$ cat src/hw/rtl/sws_pkg.sv
// shared constants and types for the signed word sort engine
// no dependencies
package sws_pkg;
    localparam int MAX_ELEMENTS = 64;
    localparam int IDX_W = $clog2(MAX_ELEMENTS);
    localparam int CNT_W = IDX_W + 1;
    localparam int STACK_DEPTH = 64;
    localparam int SP_W = $clog2(STACK_DEPTH) + 1;
    localparam int WORD_W = 32;

    typedef struct packed {
        logic [IDX_W-1:0] lo;
        logic [IDX_W-1:0] hi;
    } range_t;
endpackage

$ cat src/hw/rtl/sws_ram.sv
// generic single-port-write, single-read ram with registered read
// no dependencies
module sws_ram #(
    parameter int WIDTH = 32,
    parameter int DEPTH = 64
) (
    input  logic                     clk,
    input  logic                     we,
    input  logic [$clog2(DEPTH)-1:0] waddr,
    input  logic [WIDTH-1:0]         wdata,
    input  logic [$clog2(DEPTH)-1:0] raddr,
    output logic [WIDTH-1:0]         rdata
);
    logic [WIDTH-1:0] mem [DEPTH];

    always_ff @(posedge clk)
    begin
        if (we)
        begin
            mem[waddr] <= wdata;
        end
        rdata <= mem[raddr];
    end
endmodule

$ cat src/hw/rtl/sws_cmp.sv
// shared signed compare unit for the partition loop
// depends on sws_pkg
module sws_cmp
    import sws_pkg::*;
(
    input  logic [WORD_W-1:0] a,
    input  logic [WORD_W-1:0] b,
    output logic              lt,
    output logic              eq
);
    assign lt = $signed(a) < $signed(b);
    assign eq = a == b;
endmodule

$ cat src/hw/rtl/signed_word_sort_engine.sv
// top level of the signed word sort engine: loader, sort sequencer, output
// depends on sws_pkg, sws_ram, sws_cmp
// operation: loading takes one item per cycle; a marked item starts the sort: the
// set is seeded as a range on the stack, ranges are popped and partitioned, each
// scanned word is compared and then rotated (less), written (equal) or passed over
// (greater); results then go out one per cycle while the sink is ready; the input
// is not ready from the marked item until the final result
// reset: the item count, stack pointer, overflow flag and the sequencer clear
// asynchronously; the element store and the range stack hold anything until written
module signed_word_sort_engine
    import sws_pkg::*;
(
    input  logic        clk,
    input  logic        rst_n,
    input  logic        s_tvalid,
    output logic        s_tready,
    input  logic [31:0] s_tdata,   // value[31:0]
    input  logic        s_tlast,   // last_item
    output logic        m_tvalid,
    input  logic        m_tready,
    output logic [31:0] m_tdata,   // sorted_value[31:0]
    output logic        m_tlast,   // last_out
    output logic        m_tuser    // overflowed
);
    localparam logic [3:0] ST_LOAD  = 4'd0;
    localparam logic [3:0] ST_SEED  = 4'd1;
    localparam logic [3:0] ST_POP   = 4'd2;
    localparam logic [3:0] ST_RANGE = 4'd3;
    localparam logic [3:0] ST_PIV   = 4'd4;
    localparam logic [3:0] ST_CVAL  = 4'd5;
    localparam logic [3:0] ST_CLS   = 4'd6;
    localparam logic [3:0] ST_ROT1  = 4'd7;
    localparam logic [3:0] ST_ROT2  = 4'd8;
    localparam logic [3:0] ST_ROT3  = 4'd9;
    localparam logic [3:0] ST_WEQ   = 4'd10;
    localparam logic [3:0] ST_NEXT  = 4'd11;
    localparam logic [3:0] ST_PUSHL = 4'd12;
    localparam logic [3:0] ST_PUSHR = 4'd13;
    localparam logic [3:0] ST_ORD   = 4'd14;
    localparam logic [3:0] ST_OUT   = 4'd15;

    logic [3:0]        state_reg, state_next;
    logic [CNT_W-1:0]  count_reg, count_next;
    logic              ovf_reg, ovf_next;
    logic [SP_W-1:0]   sp_reg, sp_next;
    logic [IDX_W-1:0]  lo_reg, lo_next, hi_reg, hi_next;
    logic [CNT_W-1:0]  lt_reg, lt_next, eq_reg, eq_next;
    logic [CNT_W-1:0]  c_reg, c_next;     // scan index, also output index
    logic [WORD_W-1:0] piv_reg, piv_next;
    logic [WORD_W-1:0] cval_reg, cval_next, hold_reg, hold_next;
    logic              cmp_lt, cmp_eq;

    // element store port controls
    logic              st_we;
    logic [IDX_W-1:0]  st_waddr, st_raddr;
    logic [WORD_W-1:0] st_wdata, st_rdata;
    // range stack port controls
    logic              rs_we;
    logic [SP_W-2:0]   rs_waddr, rs_raddr;
    range_t            rs_wdata, rs_rdata;

    logic [IDX_W:0]    mid_sum;
    logic              stack_room;

    sws_ram #(.WIDTH(WORD_W), .DEPTH(MAX_ELEMENTS)) u_store (
        .clk(clk), .we(st_we), .waddr(st_waddr), .wdata(st_wdata),
        .raddr(st_raddr), .rdata(st_rdata)
    );

    sws_ram #(.WIDTH($bits(range_t)), .DEPTH(STACK_DEPTH)) u_stack (
        .clk(clk), .we(rs_we), .waddr(rs_waddr), .wdata(rs_wdata),
        .raddr(rs_raddr), .rdata(rs_rdata)
    );

    // the one compare unit, fed with the word under scan and the pivot
    sws_cmp u_cmp (.a(cval_reg), .b(piv_reg), .lt(cmp_lt), .eq(cmp_eq));

    assign s_tready   = state_reg == ST_LOAD;
    assign m_tvalid   = state_reg == ST_OUT;
    // store read port keeps the output address while the result waits
    assign m_tdata    = st_rdata;
    assign m_tlast    = c_reg == count_reg - CNT_W'(1);
    assign m_tuser    = ovf_reg;
    // middle of the popped range, straight from the stack read data
    assign mid_sum    = {1'b0, rs_rdata.lo} + {1'b0, rs_rdata.hi};
    assign stack_room = sp_reg < SP_W'(STACK_DEPTH);

    always_comb
    begin
        state_next = state_reg;
        count_next = count_reg;
        ovf_next = ovf_reg;
        sp_next = sp_reg;
        lo_next = lo_reg;
        hi_next = hi_reg;
        lt_next = lt_reg;
        eq_next = eq_reg;
        c_next = c_reg;
        piv_next = piv_reg;
        cval_next = cval_reg;
        hold_next = hold_reg;
        st_we = 1'b0;
        st_waddr = c_reg[IDX_W-1:0];
        st_wdata = cval_reg;
        st_raddr = c_reg[IDX_W-1:0];
        rs_we = 1'b0;
        rs_waddr = sp_reg[SP_W-2:0];
        rs_wdata = '{lo: lo_reg, hi: hi_reg};
        rs_raddr = sp_reg[SP_W-2:0];
        unique case (state_reg)
            ST_LOAD:
            begin
                if (s_tvalid)
                begin
                    if (count_reg < CNT_W'(MAX_ELEMENTS))
                    begin
                        st_we = 1'b1;
                        st_waddr = count_reg[IDX_W-1:0];
                        st_wdata = s_tdata;
                        count_next = count_reg + CNT_W'(1);
                    end
                    else
                    begin
                        // store full, the item is dropped
                        ovf_next = 1'b1;
                    end
                    if (s_tlast)
                    begin
                        state_next = ST_SEED;
                    end
                end
            end
            ST_SEED:
            begin
                // whole set as the first range, only when two or more words
                sp_next = '0;
                if (count_reg >= CNT_W'(2))
                begin
                    rs_we = 1'b1;
                    rs_waddr = '0;
                    rs_wdata = '{lo: '0, hi: IDX_W'(count_reg - CNT_W'(1))};
                    sp_next = SP_W'(1);
                end
                state_next = ST_POP;
            end
            ST_POP:
            begin
                if (sp_reg == '0)
                begin
                    c_next = '0;
                    state_next = ST_ORD;
                end
                else
                begin
                    sp_next = sp_reg - SP_W'(1);
                    rs_raddr = sp_next[SP_W-2:0];
                    state_next = ST_RANGE;
                end
            end
            ST_RANGE:
            begin
                lo_next = rs_rdata.lo;
                hi_next = rs_rdata.hi;
                if ({1'b0, rs_rdata.hi} >= count_reg || rs_rdata.lo >= rs_rdata.hi)
                begin
                    state_next = ST_POP;
                end
                else
                begin
                    st_raddr = mid_sum[IDX_W:1];
                    state_next = ST_PIV;
                end
            end
            ST_PIV:
            begin
                // pivot word arrives, start the scan at lo
                piv_next = st_rdata;
                lt_next = {1'b0, lo_reg};
                eq_next = {1'b0, lo_reg};
                c_next = {1'b0, lo_reg};
                st_raddr = lo_reg;
                state_next = ST_CVAL;
            end
            ST_CVAL:
            begin
                cval_next = st_rdata;
                st_raddr = eq_reg[IDX_W-1:0];
                state_next = ST_CLS;
            end
            ST_CLS:
            begin
                // st_rdata is store[eq]
                hold_next = st_rdata;
                if (cmp_lt)
                begin
                    st_raddr = lt_reg[IDX_W-1:0];
                    state_next = ST_ROT1;
                end
                else if (cmp_eq)
                begin
                    st_we = 1'b1;
                    st_waddr = c_reg[IDX_W-1:0];
                    st_wdata = st_rdata;
                    state_next = ST_WEQ;
                end
                else
                begin
                    state_next = ST_NEXT;
                end
            end
            ST_ROT1:
            begin
                // rotation: store[c] gets old store[eq], st_rdata is old store[lt]
                st_we = 1'b1;
                st_waddr = c_reg[IDX_W-1:0];
                st_wdata = hold_reg;
                hold_next = st_rdata;
                state_next = ST_ROT2;
            end
            ST_ROT2:
            begin
                st_we = 1'b1;
                st_waddr = eq_reg[IDX_W-1:0];
                st_wdata = hold_reg;
                state_next = ST_ROT3;
            end
            ST_ROT3:
            begin
                st_we = 1'b1;
                st_waddr = lt_reg[IDX_W-1:0];
                st_wdata = cval_reg;
                lt_next = lt_reg + CNT_W'(1);
                eq_next = eq_reg + CNT_W'(1);
                state_next = ST_NEXT;
            end
            ST_WEQ:
            begin
                st_we = 1'b1;
                st_waddr = eq_reg[IDX_W-1:0];
                st_wdata = cval_reg;
                eq_next = eq_reg + CNT_W'(1);
                state_next = ST_NEXT;
            end
            ST_NEXT:
            begin
                if (c_reg == {1'b0, hi_reg})
                begin
                    state_next = ST_PUSHL;
                end
                else
                begin
                    c_next = c_reg + CNT_W'(1);
                    st_raddr = c_next[IDX_W-1:0];
                    state_next = ST_CVAL;
                end
            end
            ST_PUSHL:
            begin
                // less-than part when it holds two or more words and the stack has room
                if (lt_reg > {1'b0, lo_reg} + CNT_W'(1) && stack_room)
                begin
                    rs_we = 1'b1;
                    rs_wdata = '{lo: lo_reg, hi: IDX_W'(lt_reg - CNT_W'(1))};
                    sp_next = sp_reg + SP_W'(1);
                end
                state_next = ST_PUSHR;
            end
            ST_PUSHR:
            begin
                // greater-than part when it holds two or more words and the stack has room
                if (eq_reg < {1'b0, hi_reg} && stack_room)
                begin
                    rs_we = 1'b1;
                    rs_wdata = '{lo: eq_reg[IDX_W-1:0], hi: hi_reg};
                    sp_next = sp_reg + SP_W'(1);
                end
                state_next = ST_POP;
            end
            ST_ORD:
            begin
                // first output word is read at c = 0
                state_next = ST_OUT;
            end
            ST_OUT:
            begin
                if (m_tready)
                begin
                    if (m_tlast)
                    begin
                        count_next = '0;
                        ovf_next = 1'b0;
                        state_next = ST_LOAD;
                    end
                    else
                    begin
                        c_next = c_reg + CNT_W'(1);
                        st_raddr = c_next[IDX_W-1:0];
                    end
                end
            end
            default:
            begin
                state_next = ST_LOAD;
            end
        endcase
    end

    always_ff @(posedge clk or negedge rst_n)
    begin
        if (!rst_n)
        begin
            state_reg <= ST_LOAD;
            count_reg <= '0;
            ovf_reg <= 1'b0;
            sp_reg <= '0;
        end
        else
        begin
            state_reg <= state_next;
            count_reg <= count_next;
            ovf_reg <= ovf_next;
            sp_reg <= sp_next;
        end
    end

    always_ff @(posedge clk)
    begin
        lo_reg <= lo_next;
        hi_reg <= hi_next;
        lt_reg <= lt_next;
        eq_reg <= eq_next;
        c_reg <= c_next;
        piv_reg <= piv_next;
        cval_reg <= cval_next;
        hold_reg <= hold_next;
    end
endmodule

$ cat config.mk
export PLATFORM = sky130hd
export DESIGN_NAME = signed_word_sort_engine
export DESIGN_NICKNAME = d
export VERILOG_FILES = /design/src/hw/rtl/sws_pkg.sv /design/src/hw/rtl/sws_ram.sv /design/src/hw/rtl/sws_cmp.sv /design/src/hw/rtl/signed_word_sort_engine.sv
export SDC_FILE = /design/constraint.sdc
export NUM_CORES = 2
export LEC_CHECK = 0
export BUFFER_PORTS_ARGS = -buffer_cell sky130_fd_sc_hd__buf_2
export CAP_MARGIN = 20
export CORE_MARGIN = 4
export CORE_UTILIZATION = 50
export DETAILED_ROUTE_END_ITERATION = 12
export GPL_TIMING_DRIVEN = 0
export PLACE_DENSITY = 0.65
export REMOVE_ABC_BUFFERS = 1
export SYNTH_ARGS = -nofsm -noshare
export SYNTH_HDL_FRONTEND = slang
export SYNTH_SLANG_ARGS = --single-unit
$ cat constraint.sdc
create_clock -name clk -period 6.7 [get_ports clk]
set_clock_uncertainty 0.1 [all_clocks]
set_input_delay 1.34 -clock clk [delete_from_list [all_inputs] [get_ports clk]]
set_output_delay 1.34 -clock clk [all_outputs]
set_load 0.05 [all_outputs]
After elaboration in Yosys (flattened, before gate mapping) --
Memories as Yosys holds them, arrays and structs flattened. A register that Yosys moved wholly into a read port is not among the register bits. Cells that the tools add are included.
Operators by class: add/sub/neg operators 10, reductions and logical operators 21, mux-type cells 67, order comparisons 8, equal/unequal tests 30
Operators with widths (count):
- 2-to-1 mux 32 bit | 4
- one-hot mux 32 bit (3 select lines) | 1
- 2-to-1 mux 7 bit | 11
- 2-to-1 mux 6 bit | 12
- one-hot mux 4 bit (14 select lines) | 1
- one-hot mux 7 bit (4 select lines) | 2
- one-hot mux 7 bit (2 select lines) | 3
- one-hot mux 12 bit (3 select lines) | 1
- one-hot mux 6 bit (6 select lines) | 1
- adder 7 x 1 -> 7 bit, second input constant | 5
- == test 32 bit | 1
- == test 4 bit, second input constant | 8
- < comparator 32 bit | 1
- 2-to-1 mux 4 bit | 7
- 2-to-1 mux 12 bit | 2
- one-hot mux 6 bit (3 select lines) | 1
- 2-to-1 mux 1 bit | 17
- == test 4 x 3 -> 1 bit, second input constant | 4
- inequality test 2 bit, second input constant | 8
- AND reduction 5 bit | 3
- < comparator 7 bit, second input constant | 2
- subtractor 7 x 1 -> 7 bit, second input constant | 2
- OR reduction 2 bit | 5
- == test 4 x 2 -> 1 bit, second input constant | 2
- other kinds (23) | 32
Word-level totals: RAM bits 2816, flip-flop bits (word level) 148, logic and storage cells 150, memories 2
Memory list:
- u_store.mem | words 64, width 32, rd ports 1, clocked after memory_dff 1, write ports 1, line sws_ram.sv:14 | logic [WIDTH-1:0] mem [DEPTH];
- u_stack.mem | words 64, width 12, rd ports 1, clocked after memory_dff 1, write ports 1, line sws_ram.sv:14

Longest topological paths before layout --
word-level depth 7, gate-level depth with buffers 21

By module --
From an unflattened synthesis, not the netlist that was laid out.
Unflattened totals: cell total of the unflattened synthesis 5600, area, all modules 117757.9 sq um
Modules (own cells, without submodules):
- sws_ram (u_store) | times used 1, area each 78515.3 sq um, cells an instance 3324
- sws_ram (u_stack) | times used 1, area each 29851.1 sq um, cells an instance 1339
- signed_word_sort_engine | times used 1, area each 8534.4 sq um, cells an instance 820
- sws_cmp | times used 1, area each 857.1 sq um, cells an instance 117

Worst setup path after synthesis --
Ideal clock, no wire load.
path type register -> register, start point register cval_reg[31], end point memory u_store.mem[0][10], data pin, arrival time 4520 ps, cell stages (with the launch flop) 13, slack 1531 ps, required time 6052 ps, path through edfxtp_1 -> ha_1 -> nand4_1 -> nor2_1 -> a211oi_1 -> and3_1 -> clkbuf_1 -> nand2_1 -> xnor2_1 -> nor3_1 -> clkbuf_1 -> a221oi_1 -> a21oi_1
Between the ends: cells in the longest elaborated chain, start to end 4, elaborated cells on any way between the ends 5, classes of those cells order compare (1); eq/ne (1); mux (3)
RTL lines:
- start, declared | line signed_word_sort_engine.sv:50 | logic [WORD_W-1:0] cval_reg, cval_next, hold_reg, hold_next;
- start signal, assigned | line signed_word_sort_engine.sv:334 | cval_reg <= cval_next;
- branches (longest 2 deep; another with < comparator 32 bit)
- 2-to-1 mux 32 bit * | line signed_word_sort_engine.sv:194 | if (cmp_lt)
- one-hot mux 32 bit (3 select lines) * | line signed_word_sort_engine.sv:110 | unique case (state_reg)
- named net st_wdata[10] | line signed_word_sort_engine.sv:56 | logic [WORD_W-1:0] st_wdata, st_rdata;
- end, declared | line sws_ram.sv:14
Mark *: on every way through the listed nets, which the timed path passes.

Final worst setup path --
start point register cval_reg[15], end point register u_store.rdata[24], read port of u_store.mem
Between the ends: cells in the longest elaborated chain, start to end 3
RTL lines:
- < comparator 32 bit | line sws_cmp.sv:11 | assign lt = $signed(a) < $signed(b);
- 2-to-1 mux 6 bit | line signed_word_sort_engine.sv:194
- one-hot mux 6 bit (6 select lines) | line signed_word_sort_engine.sv:110
- end, declared | line sws_ram.sv:12 | output logic [WIDTH-1:0] rdata
Every way passes these cells. A chain may end at the register's enable or synchronous reset.

==> flow_metrics.py <==
metrics = {
    "status": {
        "status": "finished with violations",
        "violations": "negative setup slack",
    },
    "final_layout": {
        "drive_above_1_share": 0.1636,
        "utilization": 0.5893,
        "final_cells": 11420,
        "finalNetCount": 8117,
        "top_register": "u_store.mem",
        "largest_reg_flops": 2048,
        "reg_top3": "u_store.mem (2048), u_stack.mem (768)",
        "syn2layout_area_growth_pct": 16.89,
    },
    "hold_path": {
        "hp-class": "in -> async",
    },
    "timing": {
        "rsz0062_at_grt": "true",
        "finalSetupTns_ps": -56.75,
        "fin_ws_ps": -56.75,
        "post-route-min-period_ps": 6757,
        "fmax_ghz": 0.1480,
        "setup_violations": 1,
        "slew_violations": 0,
        "maxSlewHeadroom": 0.2113,
        "finalHoldViolations": 0,
        "tightest_slew_ps": 1183,
        "post-route-period-util": 1.008,
    },
    "clocking": {
        "clkLatencyLatePin_ps": 960,
        "cts_buffers": 316,
        "cts_tree": "built",
        "cts_root_buffer": "clkbuf_16",
        "htreeDepth": 5,
        "hold_buffers": 0,
        "path_clk_slew_ps": 60,
        "cts_sinks": 3008,
        "cts_buffer_depth": 4,
    },
    "global_route": {
        "use_met2": 0.4403,
        "track_usage": 0.2766,
        "antenna_found_initial": 23,
        "grt_pass1_wl_mm": 501.2,
        "grt.busiest_layer": "met2",
        "grt_max_degree": 108,
        "grt_pass1_vias": 71050,
        "gr-usage-met1": 0.3578,
        "grt-ovfl-total": 0,
        "grt.met3_usage": 0.05827,
    },
    "logic_synthesis": {
        "synth.distinct_cells": 86,
        "synth-async-reset-ratio": 0.006316,
        "synth.most_common_cell": "edfxtp_1",
        "synth_edf_count": 2945,
        "yosys.area.top_type": "edfxtp_1",
        "yosysWarnings": 0,
        "yosys.area.top_type_share": 0.7347,
        "synthTopCellsByArea": "edfxtp_1 73%, nand2_1 4.1%, mux4_2 3.9%, mux2i_1 2.0%, nand3_1 1.2%",
        "yosys-top-cells-count": "2945 x edfxtp_1, 1329 x nand2_1, 297 x nand3_1",
        "synth.avg_cell_area_sq_um": 15.51,
        "synthCells": 7759,
        "synth_area_sq_mm": 0.1204,
        "ys_ff_latch": 3008,
        "seq_area_frac_synth": 0.7459,
        "synthFlopType": "edfxtp_1",
    },
    "critical_path": {
        "rrSetupSlack_ps": -60,
        "worstReg2RegStart": "cval_reg[15]$_DFFE_PP_",
        "critPathMaxFanout": 37,
        "cp.arrival_ps": 7460,
        "criticalPathCategory": "reg -> reg",
        "worstSetupStartpointType": "flop",
        "required_ps": 7400,
        "worst-r2r-cell-count": 18,
        "end_kind": "flop",
        "reg2reg_to": "u_store.rdata[24]$_DFF_P_",
    },
    "drt": {
        "drc": 0,
        "ant_nets": 0,
        "via_per_inst": 6.404,
        "wl_per_cell_um": 30.80,
        "vias": 73100,
        "wl_mm": 351.6,
        "drt_iter0_drc": 9695,
        "dr.pass1.iters": 9,
    },
    "floorplan": {
        "start_util": 0.5042,
        "io_pins": 73,
        "die_area_sq_mm": 0.2487,
        "chipHeight_um": 498.7,
        "dieWidth_um": 498.7,
        "core_area_sq_mm": 0.2387,
        "row_count": 179,
    },
    "placed_design": {
        "io_buffer_count": 72,
        "hpwl_mm": 221.4,
        "dp_slack_ps": -1427,
        "post-place-cells": 10820,
        "place_congestion": 0.8706,
    },
    "flow_run": {
        "timing.max_cap.violations": 0,
    },
}
-- logic make-up (layout without fill, tap and decap cells) --
| kind of cell | after synthesis | count (layout) | share of synthesized area |
|---|---|---|---|
| AO/OA/AOI/OAI | 1174 | 1174 | 0.07299 |
| other | 0 | 7 | 0 |
| AND/OR/NAND/NOR | 2408 | 2410 | 0.08868 |
| adder cells (fa/ha/maj) | 72 | 72 | 0.007546 |
| XOR/XNOR | 50 | 50 | 0.003981 |
| buffers and inverters | 586 | 1067 | 0.02071 |
| multiplexers | 461 | 461 | 0.06015 |
| flip-flops | 3008 | 3008 | 0.7459 |
-- stage by stage --
| stage | instance area, sq um | hold slack (ps) |
|---|---|---|
| floorplan | 118200 | 334.2 |
| global placement | 122500 | 365.8 |
| detailed placement | 129700 | 356.7 |
| CTS | 140300 | 217.7 |
| global route | 140700 | 248.9 |
| finish | 140700 | 249.9 |
-- layer usage --
metal / wire (um) / share of wire
met2: 166700 / 0.47
met3: 35080 / 0.10
met5: 126 / 0.00036
met4: 21670 / 0.062
met1: 128000 / 0.36
-- repair_timing --
item / in CTS / in global routing
setup endpoints to repair: 32 / 21
buffers inserted: 10 / 4
pin swaps: 22 / 12
gates cloned: 11 / 4
gates resized for setup: 53 / 22
-- cell type report --
cell class / instances / area [sq um]
fill: 17560 / 98050
sequential: 3008 / 89800
multi-input combinational: 4167 / 29530
clock buffer: 395 / 8484
timing repair buffer: 436 / 7151
tap: 3167 / 3963
clock inverter: 157 / 1459
inverter: 79 / 296.5
antenna: 7 / 17.52
-- worst max-delay path by stage --
stage | from | endpoint | slack, ps | depth (start not counted)
CTS | count_reg[1]$_DFFE_PN0P_ | u_store.rdata[15]$_DFF_P_ | -1 | 21
finish | cval_reg[15]$_DFFE_PP_ | u_store.rdata[24]$_DFF_P_ | -60 | 18
floorplan | u_stack.rdata[3]$_DFF_P_ | u_store.rdata[13]$_DFF_P_ | -18570 | 15
global placement | count_reg[0]$_DFFE_PN0P_ | u_store.rdata[1]$_DFF_P_ | -52030 | 13
detailed placement | u_stack.rdata[0]$_DFF_P_ | u_store.rdata[21]$_DFF_P_ | -1430 | 20
global route | u_stack.rdata[1]$_DFF_P_ | u_store.rdata[8]$_DFF_P_ | -7 | 21
-- layout by cell type, fill, tap and decap left out, drive strengths merged, types with 33 or more instances in the layout --
master  instances
a21oi         152
nand4          59
edfxtp       2945
nor3           43
and3          209
o32ai          37
a31oi         145
buf           420
clkinv        110
and2           53
ha             71
inv            84
mux2i         243
a22o           45
o21ai          75
mux4          209
a211oi        193
a221o          56
a311oi         76
clkbuf        402
a32o           33
nand3         297
a32oi         102
dfxtp          44
o22ai          60
nor2          301
a221oi         39
nand2        1330
-- critical path, stage by stage (launching register included) --
cell and delay (ps):
edfxtp_1 440, ha_1 340, nand4_1 310, nor3_2 340, a21boi_1 330, o41a_1 300
o211ai_1 150, a41oi_1 460, o31a_4 450, buf_12 270, buf_12 230, buf_12 250
nor2_4 130, buf_12 190, buf_16 180, a221o_1 350, a221oi_1 920, o22ai_1 350
nand4_1 370
Power is not shown: default switching activity piles up to over one toggle a cycle in this logic, so the estimate is an artifact.
